### config.mk
export PLATFORM = sky130hd
export DESIGN_NAME = matrix_orientation_undo
export DESIGN_NICKNAME = d
export VERILOG_FILES = /design/src/rtl/mou_pkg.sv /design/src/rtl/mou_ram.sv /design/src/rtl/mou_ctrl.sv /design/src/rtl/mou_dp.sv /design/src/rtl/matrix_orientation_undo.sv
export SDC_FILE = /design/constraint.sdc
export NUM_CORES = 2
export LEC_CHECK = 0
export ABC_AREA = 0
export BUFFER_PORTS_ARGS = -buffer_cell sky130_fd_sc_hd__buf_2
export CORE_ASPECT_RATIO = 0.75
export CORE_MARGIN = 1
export CORE_UTILIZATION = 45
export CTS_BUF_LIST = sky130_fd_sc_hd__clkbuf_8
export CTS_CLUSTER_DIAMETER = 40
export DETAILED_ROUTE_END_ITERATION = 12
export GPL_TIMING_DRIVEN = 0
export PLACE_DENSITY = 0.66
export SYNTH_ARGS = -nofsm -noshare
export SYNTH_HDL_FRONTEND = slang
export SYNTH_SLANG_ARGS = --single-unit
### constraint.sdc
create_clock -name clk -period 12.3 [get_ports clk]
set_input_delay 1.845 -clock clk [delete_from_list [all_inputs] [get_ports clk]]
set_output_delay 1.845 -clock clk [all_outputs]
set_load 0.01 [all_outputs]
### src/rtl/mou_pkg.sv
// Shared constants, codes and control structs for the matrix orientation undo block.
// No dependencies.
package mou_pkg;

    localparam int MAX_DIM     = 8;
    localparam int DIM_W       = 4;
    localparam int IDX_W       = 3;
    localparam int STORE_DEPTH = 64;
    localparam int ADDR_W      = 6;
    localparam int LOAD_W      = 7;
    localparam int DATA_W      = 32;
    localparam int MODE_W      = 2;
    localparam int S_TDATA_W   = 40;
    localparam int M_TDATA_W   = 40;
    localparam int CFG_IDX_W   = 1;
    localparam int CFG_DATA_W  = 4;

    typedef enum logic [MODE_W-1:0] {
        MODE_LOAD   = 2'd0,
        MODE_TOKEN  = 2'd1,
        MODE_FINISH = 2'd2
    } mode_t;

    localparam logic OP_TURN = 1'b0;
    localparam logic OP_FLIP = 1'b1;

    localparam logic [CFG_IDX_W-1:0] REG_ROWS = CFG_IDX_W'(0);
    localparam logic [CFG_IDX_W-1:0] REG_COLS = CFG_IDX_W'(1);

    typedef struct packed {
        logic load_we;   // store the element of the accepted transaction
        logic token_en;  // apply the operation token
        logic start;     // latch orientation, clear job state, restart emit counters
        logic issue;     // read one element and load the output register
    } cmd_t;

    typedef struct packed {
        logic at_end;    // the emit counters point at the final element
    } status_t;

endpackage

### src/rtl/mou_ram.sv
// Generic simple dual-port RAM: one write port, one read port, registered read.
// No dependencies.
module mou_ram #(
    parameter int WIDTH = 32,
    parameter int DEPTH = 64
) (
    input  logic                     clk,
    input  logic                     we,
    input  logic [$clog2(DEPTH)-1:0] waddr,
    input  logic [WIDTH-1:0]         wdata,
    input  logic                     re,
    input  logic [$clog2(DEPTH)-1:0] raddr,
    output logic [WIDTH-1:0]         rdata
);

    logic [WIDTH-1:0] mem [DEPTH];
    logic [WIDTH-1:0] rdata_reg;

    always_ff @(posedge clk)
    begin
        if (we)
        begin
            mem[waddr] <= wdata;
        end
        if (re)
        begin
            rdata_reg <= mem[raddr];
        end
    end

    assign rdata = rdata_reg;

endmodule

### src/rtl/mou_ctrl.sv
// Controller: decodes input transactions, sequences the emit pass, owns output valid.
// Depends on mou_pkg.
module mou_ctrl (
    input  logic                        clk,
    input  logic                        rst_n,
    input  logic                        s_tvalid,
    input  logic [mou_pkg::MODE_W-1:0]  s_tuser,
    output logic                        s_tready,
    input  logic                        m_tready,
    output logic                        m_tvalid,
    input  mou_pkg::status_t            stat,
    output mou_pkg::cmd_t               cmd
);
    import mou_pkg::*;

    typedef enum logic {
        ST_IDLE,
        ST_EMIT
    } state_t;

    state_t state_reg;
    state_t state_next;
    logic   valid_reg;
    logic   valid_next;
    logic   accept;
    mode_t  mode;

    assign s_tready = (state_reg == ST_IDLE);
    assign accept   = s_tvalid && s_tready;
    assign mode     = mode_t'(s_tuser);
    assign m_tvalid = valid_reg;

    always_comb
    begin
        cmd        = '0;
        state_next = state_reg;
        case (mode)
            MODE_LOAD:   cmd.load_we  = accept;
            MODE_TOKEN:  cmd.token_en = accept;
            MODE_FINISH: cmd.start    = accept;
            default:     ;
        endcase
        case (state_reg)
            ST_IDLE:
            begin
                if (cmd.start)
                begin
                    state_next = ST_EMIT;
                end
            end
            ST_EMIT:
            begin
                // output register doubles as the RAM read register
                cmd.issue = !valid_reg || m_tready;
                if (cmd.issue && stat.at_end)
                begin
                    state_next = ST_IDLE;
                end
            end
            default: state_next = ST_IDLE;
        endcase
        valid_next = cmd.issue || (valid_reg && !m_tready);
    end

    always_ff @(posedge clk or negedge rst_n)
    begin
        if (!rst_n)
        begin
            state_reg <= ST_IDLE;
            valid_reg <= 1'b0;
        end
        else
        begin
            state_reg <= state_next;
            valid_reg <= valid_next;
        end
    end

endmodule

### src/rtl/mou_dp.sv
// Datapath: config registers, job state, element store, emit counters and address mapping.
// Depends on mou_pkg and mou_ram.
module mou_dp (
    input  logic                           clk,
    input  logic                           rst_n,
    input  logic                           cfg_we,
    input  logic [mou_pkg::CFG_IDX_W-1:0]  cfg_index,
    input  logic [mou_pkg::CFG_DATA_W-1:0] cfg_data,
    input  logic [mou_pkg::DATA_W-1:0]     element,
    input  logic                           operation,
    input  mou_pkg::cmd_t                  cmd,
    output mou_pkg::status_t               stat,
    output logic [mou_pkg::DATA_W-1:0]     value,
    output logic [mou_pkg::DIM_W-1:0]      out_rows,
    output logic [mou_pkg::DIM_W-1:0]      out_cols,
    output logic                           last
);
    import mou_pkg::*;

    function automatic logic [DIM_W-1:0] clamp_dim(input logic [DIM_W-1:0] d);
        logic [DIM_W-1:0] res;
        res = d;
        if (d == '0)
        begin
            res = DIM_W'(1);
        end
        else if (d > DIM_W'(MAX_DIM))
        begin
            res = DIM_W'(MAX_DIM);
        end
        return res;
    endfunction

    logic [DIM_W-1:0]  rows_reg, rows_next;
    logic [DIM_W-1:0]  cols_reg, cols_next;
    logic [LOAD_W-1:0] load_reg, load_next;
    logic              flip_reg, flip_next;
    logic [1:0]        turn_reg, turn_next;

    // orientation latched at finish
    logic [DIM_W-1:0]  rows_s_reg, rows_s_next;
    logic [DIM_W-1:0]  cols_s_reg, cols_s_next;
    logic [DIM_W-1:0]  orow_reg, orow_next;
    logic [DIM_W-1:0]  ocol_reg, ocol_next;
    logic [1:0]        turn_s_reg, turn_s_next;
    logic              flip_s_reg, flip_s_next;

    logic [IDX_W-1:0]  r_reg, r_next;
    logic [IDX_W-1:0]  c_reg, c_next;

    logic [DIM_W-1:0]  orows_reg, orows_next;
    logic [DIM_W-1:0]  ocols_reg, ocols_next;
    logic              last_reg, last_next;

    logic [DIM_W-1:0]  rows_c, cols_c;
    logic              row_end, col_end;
    logic [DIM_W-1:0]  r_w, c_w, pr_w, pc_w, pr_f;
    logic [LOAD_W-1:0] src_idx;
    logic              store_we;

    assign rows_c = clamp_dim(rows_reg);
    assign cols_c = clamp_dim(cols_reg);

    assign row_end     = ({1'b0, r_reg} == orow_reg - DIM_W'(1));
    assign col_end     = ({1'b0, c_reg} == ocol_reg - DIM_W'(1));
    assign stat.at_end = row_end && col_end;

    // source position of output (r, c) after undoing the turns, then the flip
    always_comb
    begin
        r_w = {1'b0, r_reg};
        c_w = {1'b0, c_reg};
        case (turn_s_reg)
            2'd0:
            begin
                pr_w = r_w;
                pc_w = c_w;
            end
            2'd1:
            begin
                pr_w = c_w;
                pc_w = cols_s_reg - DIM_W'(1) - r_w;
            end
            2'd2:
            begin
                pr_w = rows_s_reg - DIM_W'(1) - r_w;
                pc_w = cols_s_reg - DIM_W'(1) - c_w;
            end
            default:
            begin
                pr_w = rows_s_reg - DIM_W'(1) - c_w;
                pc_w = r_w;
            end
        endcase
        pr_f    = flip_s_reg ? (rows_s_reg - DIM_W'(1) - pr_w) : pr_w;
        src_idx = LOAD_W'(pr_f[IDX_W-1:0]) * LOAD_W'(cols_s_reg)
                + LOAD_W'(pc_w[IDX_W-1:0]);
    end

    always_comb
    begin
        rows_next   = rows_reg;
        cols_next   = cols_reg;
        load_next   = load_reg;
        flip_next   = flip_reg;
        turn_next   = turn_reg;
        rows_s_next = rows_s_reg;
        cols_s_next = cols_s_reg;
        orow_next   = orow_reg;
        ocol_next   = ocol_reg;
        turn_s_next = turn_s_reg;
        flip_s_next = flip_s_reg;
        r_next      = r_reg;
        c_next      = c_reg;

        if (cfg_we && cfg_index == REG_ROWS)
        begin
            rows_next = cfg_data;
        end
        if (cfg_we && cfg_index == REG_COLS)
        begin
            cols_next = cfg_data;
        end

        // a full store ignores further loads
        if (store_we)
        begin
            load_next = load_reg + LOAD_W'(1);
        end

        if (cmd.token_en)
        begin
            if (operation == OP_FLIP)
            begin
                flip_next = !flip_reg;
            end
            else if (!flip_reg)
            begin
                turn_next = turn_reg + 2'd1;
            end
            else
            begin
                turn_next = turn_reg - 2'd1;
            end
        end

        if (cmd.start)
        begin
            rows_s_next = rows_c;
            cols_s_next = cols_c;
            orow_next   = turn_reg[0] ? cols_c : rows_c;
            ocol_next   = turn_reg[0] ? rows_c : cols_c;
            turn_s_next = turn_reg;
            flip_s_next = flip_reg;
            load_next   = '0;
            flip_next   = 1'b0;
            turn_next   = 2'd0;
            r_next      = '0;
            c_next      = '0;
        end
        else if (cmd.issue)
        begin
            if (col_end)
            begin
                c_next = '0;
                r_next = r_reg + IDX_W'(1);
            end
            else
            begin
                c_next = c_reg + IDX_W'(1);
            end
        end
    end

    assign store_we = cmd.load_we && !load_reg[LOAD_W-1];

    always_comb
    begin
        orows_next = cmd.issue ? orow_reg    : orows_reg;
        ocols_next = cmd.issue ? ocol_reg    : ocols_reg;
        last_next  = cmd.issue ? stat.at_end : last_reg;
    end

    always_ff @(posedge clk or negedge rst_n)
    begin
        if (!rst_n)
        begin
            rows_reg <= DIM_W'(1);
            cols_reg <= DIM_W'(1);
            load_reg <= '0;
            flip_reg <= 1'b0;
            turn_reg <= 2'd0;
        end
        else
        begin
            rows_reg <= rows_next;
            cols_reg <= cols_next;
            load_reg <= load_next;
            flip_reg <= flip_next;
            turn_reg <= turn_next;
        end
    end

    always_ff @(posedge clk)
    begin
        rows_s_reg <= rows_s_next;
        cols_s_reg <= cols_s_next;
        orow_reg   <= orow_next;
        ocol_reg   <= ocol_next;
        turn_s_reg <= turn_s_next;
        flip_s_reg <= flip_s_next;
        r_reg      <= r_next;
        c_reg      <= c_next;
        orows_reg  <= orows_next;
        ocols_reg  <= ocols_next;
        last_reg   <= last_next;
    end

    mou_ram #(
        .WIDTH (DATA_W),
        .DEPTH (STORE_DEPTH)
    ) u_store (
        .clk   (clk),
        .we    (store_we),
        .waddr (load_reg[ADDR_W-1:0]),
        .wdata (element),
        .re    (cmd.issue),
        .raddr (src_idx[ADDR_W-1:0]),
        .rdata (value)
    );

    assign out_rows = orows_reg;
    assign out_cols = ocols_reg;
    assign last     = last_reg;

endmodule

### src/rtl/matrix_orientation_undo.sv
// Matrix orientation undo block.
// Input stream: s_tuser carries the mode (load, token, finish); s_tdata carries the
// element and the operation token. Output stream: one transaction per element of the
// re-oriented matrix, with its dimensions; m_tlast marks the final element.
// Config port: cfg_we/cfg_index/cfg_data set matrix_rows (0) and matrix_cols (1);
// write only while the block is idle.
// Load and token transactions produce no output.
// A finish transaction starts the emit pass: the controller enters its emit state, then
// reads the first element into the output register; then one element per cycle while the
// receiver accepts, rows*cols elements total, paced by the single read port of the 64-entry
// element store. s_tready stays low during the pass and rises in the cycle after the last
// element is read; that element may still wait in the output register while new input is taken.
// When the receiver stalls, the output register holds and the store read pauses.
// Reset clears dimensions to 1x1, the load index, flip parity and turn count; the
// element store is not cleared.
// Depends on mou_pkg, mou_ctrl, mou_dp, mou_ram.
module matrix_orientation_undo (
    input  logic                           clk,
    input  logic                           rst_n,
    input  logic                           s_tvalid,
    output logic                           s_tready,
    input  logic [mou_pkg::S_TDATA_W-1:0]  s_tdata,   // element[31:0], operation[32], zero pad
    input  logic [mou_pkg::MODE_W-1:0]     s_tuser,   // mode[1:0]
    output logic                           m_tvalid,
    input  logic                           m_tready,
    output logic [mou_pkg::M_TDATA_W-1:0]  m_tdata,   // out_rows[3:0], out_cols[7:4], value[39:8]
    output logic                           m_tlast,
    input  logic                           cfg_we,
    input  logic [mou_pkg::CFG_IDX_W-1:0]  cfg_index,
    input  logic [mou_pkg::CFG_DATA_W-1:0] cfg_data
);
    import mou_pkg::*;

    cmd_t              cmd;
    status_t           stat;
    logic [DATA_W-1:0] value;
    logic [DIM_W-1:0]  out_rows;
    logic [DIM_W-1:0]  out_cols;

    mou_ctrl u_ctrl (
        .clk      (clk),
        .rst_n    (rst_n),
        .s_tvalid (s_tvalid),
        .s_tuser  (s_tuser),
        .s_tready (s_tready),
        .m_tready (m_tready),
        .m_tvalid (m_tvalid),
        .stat     (stat),
        .cmd      (cmd)
    );

    mou_dp u_dp (
        .clk       (clk),
        .rst_n     (rst_n),
        .cfg_we    (cfg_we),
        .cfg_index (cfg_index),
        .cfg_data  (cfg_data),
        .element   (s_tdata[DATA_W-1:0]),
        .operation (s_tdata[DATA_W]),
        .cmd       (cmd),
        .stat      (stat),
        .value     (value),
        .out_rows  (out_rows),
        .out_cols  (out_cols),
        .last      (m_tlast)
    );

    assign m_tdata = {value, out_cols, out_rows};

endmodule

After elaboration in Yosys (flattened, before gate mapping)
Memory sizes are Yosys's and may differ from the RTL's. A register that Yosys moved wholly into a read port is not among the register bits.
Index checks and enable logic that the tools add are counted.
{ "totals": {"ramBits": 2048, "register_bits": 53, "output_inout_bits": 43, "wordCells": 97, "inputBits": 52, "n_memories": 1} }
{ "classes": {"n_lt_le_gt_ge": 2, "muxes": 28, "eq_ne": 7, "n_reduce_logical": 23, "addsub": 15, "multipliers": 1, "bitwise_logic": 2} }
{ "memory_table": {"columns": ["name", "words", "width", "read_ports", "rd_clocked_by_memory_dff", "write_ports", "line_no", "source"], "rows": [
  ["u_dp.u_store.mem", 64, 32, 1, 1, 1, "mou_ram.sv:16", "logic [WIDTH-1:0] mem [DEPTH];"]
]} }
{ "ops": {"columns": ["op", "n"], "rows": [
  ["4-bit two-way mux", 6],
  ["3-bit one-hot mux with 3 select lines", 2],
  ["3-bit subtractor", 5],
  ["7-bit two-way mux", 2],
  ["1-bit two-way mux", 11],
  ["3-bit by 4-bit equality test with 1-bit output", 2],
  ["4-bit > comparator (second input constant)", 2],
  ["4-bit zero test", 2],
  ["2-bit two-way mux", 4],
  ["4-bit by 1-bit subtractor with 4-bit output (second input constant)", 2],
  ["7-bit by 1-bit adder with 7-bit output (second input constant)", 1],
  ["1-bit logical AND", 7],
  ["3-bit by 1-bit adder with 3-bit output (second input constant)", 2],
  ["6-bit by 3-bit adder with 6-bit output", 1],
  ["3-bit by 4-bit multiplier with 6-bit output", 1],
  ["3-bit two-way mux", 2],
  ["2-bit AND reduction", 3],
  ["2-bit nonzero test", 3],
  ["3-bit by 1-bit subtractor with 3-bit output (second input constant)", 2],
  ["2-bit by 1-bit equality test with 1-bit output (second input constant)", 2],
  ["2-bit equality test (second input constant)", 2],
  ["1-bit zero test", 4],
  ["2-bit zero test", 2],
  ["2-bit by 1-bit adder with 2-bit output (second input constant)", 1],
  ["other kinds (5)", 7]
]} }

Logic depth before layout (Yosys ltp)
{ "logic_depth": {"word_depth": 7, "ltp_mapped": 25, "mapped_depth_nobuf": 23} }

By module
A second synthesis with hierarchy kept.
{ "unflattened": {"hier_cells": 3594, "area_unflattened_um2": 81967.4} }
{ "by_module_without_submodules": {"columns": ["module", "n_inst", "cells_each", "area_each_um2"], "rows": [
  ["mou_ram", 1, 3324, 78835.6],
  ["mou_dp", 1, 259, 3015.4],
  ["mou_ctrl", 1, 11, 116.4]
]} }

Least setup slack after synthesis
OpenSTA, ideal clock, no wires.
{ "synth_path": {"kind": "reg-to-reg", "from": "reg u_dp.turn_s_reg[0]", "to": "reg u_dp.u_store.rdata_reg[11], in the netlist u_dp.u_store.rdata[11] (read register of u_dp.u_store.mem), data pin", "stages_incl_launch_ff": 25, "t_arrival_ns": 6.547, "synth_period_minus_slack_ns": 6.826, "setup_slack_ns": 5.474, "required_time_ns": 12.021, "path_buffers": 3, "cell_sequence": "edfxtp_1 -> inv_1 -> ha_1 -> buf_6 -> mux2_2 -> ha_1 -> fa_1 -> o21ai_1 -> fa_1 -> and2_1 -> o211a_2 -> a2111oi_4 -> a211oi_1 -> and2_1 -> fa_1 -> inv_1 -> fa_1 -> inv_1 -> fa_1 -> xor2_1 -> buf_2 -> clkbuf_1 -> mux4_2 -> mux2i_1 -> mux2i_1"} }
{ "synth_via": {"elab_chain_cells": 6} }
{ "synth_lines": {"columns": ["item", "line_no", "source"], "rows": [
  ["start, declared", "mou_dp.sv:45", "logic [1:0] turn_s_reg, turn_s_next;"],
  ["start signal, assigned", "mou_dp.sv:210", "turn_s_reg <= turn_s_next;"],
  ["2-bit equality test, or another cell as far along", "mou_dp.sv:73", "case (turn_s_reg)"],
  ["3-bit one-hot mux with 3 select lines", "mou_dp.sv:73", null],
  ["3-bit subtractor", "mou_dp.sv:95", "pr_f = flip_s_reg ? (rows_s_reg - DIM_W'(1) - pr_w) : pr_w;"],
  ["3-bit two-way mux", "mou_dp.sv:95", null],
  ["3-bit by 4-bit multiplier with 6-bit output", "mou_dp.sv:96", "src_idx = LOAD_W'(pr_f[IDX_W-1:0]) * LOAD_W'(cols_s_reg)"],
  ["6-bit by 3-bit adder with 6-bit output *", "mou_dp.sv:97", "+ LOAD_W'(pc_w[IDX_W-1:0]);"],
  ["end, declared", "mou_ram.sv:17", "logic [WIDTH-1:0] rdata_reg;"]
]} }
Mark *: on every way between the ends. The rest lies on a longest branch, timed or not.
A chain may end at the register's enable or synchronous reset.

Worst setup path after layout
{ "layout_path": {"from": "reg u_dp.turn_s_reg[0]", "to": "reg u_dp.u_store.rdata_reg[31], in the netlist u_dp.u_store.rdata[31] (read register of u_dp.u_store.mem), data pin"} }
The elaborated chain is that of the path after synthesis.

==> summary.md <==
| Metric | Value |
|---|---|
| Clock buffer count from CTS | `327` |
| Cells after DPL | `5,913` |
| Max transition margin | `4.94%` |
| Storage element area | `63,900 sq um` |
| Htree depth | `5` |
| Syn avg cell area | `24.4 sq um` |
| Iteration-0 DRC Markers | `5,538` |
| Clk_skew | `0.0661 ns` |
| DR WL met3 | `21.5 mm` |
| Post-synthesis sequential area ratio | `77.8%` |
| Critical path data arrival time | `9.34 ns` |
| Clk pwr share | `21.8%` |
| Post-synth top area share | `77.0%` |
| Max Root-Sink Buffers | `4` |
| Die span in y | `372 um` |
| CTS tree | `yes` |
| Vias | `38,885` |
| Port Buf Inserts | `87` |
| RSZ-0062 raised after global routing | `no` |
| Critical path class | `reg2reg` |
| Core ar. | `181,000 sq um` |
| PostCTS Resize Cnt | `0` |
| Critical path peak fanout | `10` |
| Total gr overflow | `0` |
| Final GP Congestion | `0.797` |
| FF+latch count, synth | `2,133` |
| Hold Fails Final Rpt | `0` |
| Drt total wl | `203 mm` |
| Pwr dens | `257 nW/um^2` |
| Leakage | `0.0290 uW` |
| Synth cell types | `48` |
| Sequential power share | `34.6%` |
| P_sw | `8760 uW` |
| Synth Instances | `3,360` |
| Layout Cells excl Fill | `6,460` |
| Outcome | `complete, no violations` |
| Reg2reg setup slack | `3.56 ns` |
| CP startpoint kind | `flop` |
| Post-CTS Setup Inserts | `0` |
| Worst vdd ir | `0.000234 V` |
| Multi-input logic area | `17,900 sq um` |
| Post-DRT Antenna Nets | `0` |
| Combinational fraction of design power | `43.6%` |
| Detail Route met2 WL | `88.5 mm` |
| Crit path time final | `8.74 ns` |
| Ranking of synthesized cells by area | `edfxtp_1 77%, mux4_2 18%, mux2i_1 1.2%` |
| CTS Root Cell | `clkbuf_8` |
| Worst r2r path cells | `21` |
| WL met1 | `89.2 mm` |
| Max FFs per register | `2,048` |
| Number of detailed-route iterations in the first pass | `5` |
| Commonest cells in the netlist | `2,107 x edfxtp_1, 640 x mux4_2, 128 x clkbuf_1` |
| Worst EP required | `12.90 ns` |
| Max frequency | `114 MHz` |
| Drc violations | `0` |
| Most frequent cell after synthesis | `edfxtp_1` |
| Max cap viols | `0` |
| First-pass GRT wire length | `288 mm` |
| Synth warn | `0` |
| Hold_buf cts | `0` |
| Clk_lat worst skew | `0.99 ns` |
| DPL Wire Length | `127 mm` |
| Layout cells sized above 1 | `32.0%` |
| Sw Ratio | `36.5%` |
| Clock-pin slew on the worst setup and hold paths | `0.06 ns` |
| Setup violators final | `0` |
| Layout Nets | `3,929` |
| Net count after synthesis | `3,443` |
| Vias per cell | `6.02` |
| Worst-Margin Slew | `1.43 ns` |
| Area Growth Syn to Fin | `13.3%` |
| Hold Crit Depth | `0` |
| Io pins | `95` |
| Vias in the first global route | `38,713` |
| Top_reg_cell synth | `edfxtp_1` |
| GRT Total Usage | `22.4%` |
| Top layer in use | `met5` |
| Yosys top cell by area | `edfxtp_1` |
| Largest net degree at the start of global routing | `65` |
| Setup TNS Final | `0 ns` |
| Die area | `184,000 sq um` |
| Die W | `495 um` |
| Initial antenna violation count | `12` |
| Final Cycle Share | `71.0%` |
| Mapped cell area | `82,100 sq um` |
| Post-synth EDFFs | `2,107` |
| # fillers | `13,795` |
| CP Capture Type | `flop` |
| CTS sink count | `2,133` |
| Per-cell routed wire length | `31.4 um` |
| Pint | `15,200 uW` |
| Rows | `135` |
| Synth async-reset ratio | `0.938%` |
| Worst Hold Class | `reg2reg` |
| Slew Viols, Final | `0` |
| Initial core utilization | `45.4%` |
[critical path, stage by stage, from the launching register on]
cell and delay, ns:
edfxtp_1 0.42, inv_1 0.10, ha_1 0.17, buf_6 0.14, mux2_2 0.33, ha_1 0.20, fa_1 0.53, o21ai_1 0.10
fa_1 0.52, nand2_1 0.05, o21ai_1 0.22, nor2_1 0.08, ha_1 0.30, ha_1 0.28, ha_1 0.28, clkbuf_1 0.80
clkbuf_1 1.11, clkbuf_1 0.96, mux4_2 0.42, mux4_2 0.49, mux2i_1 0.46, mux2i_1 0.37
[cell type report]
cell class	count	area share, %
multi-input cells	1036	19.3
clock inverters	210	1.08
well taps	2397	3.22
repair buffers	157	2.04
flip-flops and latches	2133	68.6
diodes	5	0.0134
plain buffers	168	0.767
inverters	23	0.0927
clock buffers	331	4.89
[power groups by stage]
stage,Clock [uW],Sequential [uW],Combinational [uW]
2_1_floorplan,0,8440,6350
3_5_place_dp,0,8440,10500
3_3_place_gp,0,8440,10400
6_report,5230,8290,10400
4_1_cts,5310,8290,10500
5_1_grt,5630,8290,10900
[path summary, 6_finish.rpt]
check	from	to
worst max-delay path	u_dp.turn_s_reg[0]	u_dp.u_store.rdata[31]
worst min-delay path	u_dp.orow_reg[0]	u_dp.out_rows[0]
worst max register to register	u_dp.turn_s_reg[0]	u_dp.u_store.rdata[31]
worst min register to register	u_dp.orow_reg[0]	u_dp.out_rows[0]
max in group asynchronous	rst_n	u_dp.load_reg[1]
min in group asynchronous	rst_n	u_dp.load_reg[6]
[routing by layer]
metal	vias to the layer above	track usage [%]
met5	-	0
met4	2	5.44
met3	279	5.13
met2	2263	31.3
met1	20906	35.4
li1	15435	-
[layout by cell type, fill, tap and decap left out, types with 62 or more instances in the layout]
| master | instances |
|---|---|
| mux4_2 | 640 |
| mux2i_1 | 100 |
| clkbuf_8 | 331 |
| clkinv_1 | 64 |
| clkbuf_1 | 124 |
| buf_12 | 62 |
| edfxtp_1 | 2107 |
| nor2_4 | 64 |
| inv_1 | 123 |
| buf_2 | 101 |
[cell families after synthesis]
group | Yosys count | share of synthesized area [%]
AOI/OAI and AO/OA | 44 | 0.384
xor gates and xnor gates | 24 | 0.318
adders and majority gates | 31 | 0.536
buffers and inverters | 191 | 0.967
DFF | 2133 | 77.8
muxes | 760 | 19.0
and+or+nand+nor | 177 | 0.973
[metrics by stage]
step           cell area [sq um]  util (%)  hold slack, ns  power [uW]  setup slack [ns]
2_1_floorplan              82100         -           0.449       14800              5.47
3_3_place_gp               85600      47.3           0.470       18800              3.57
3_5_place_dp               87500      48.4           0.480       18900              3.59
4_1_cts                    93100      51.4           0.498       24100              3.56
5_1_grt                    93100      51.5           0.518       24800              3.17
6_report                   93100      51.5           0.505       24000              3.56
Note: power is estimated with default switching activity, not from simulation.
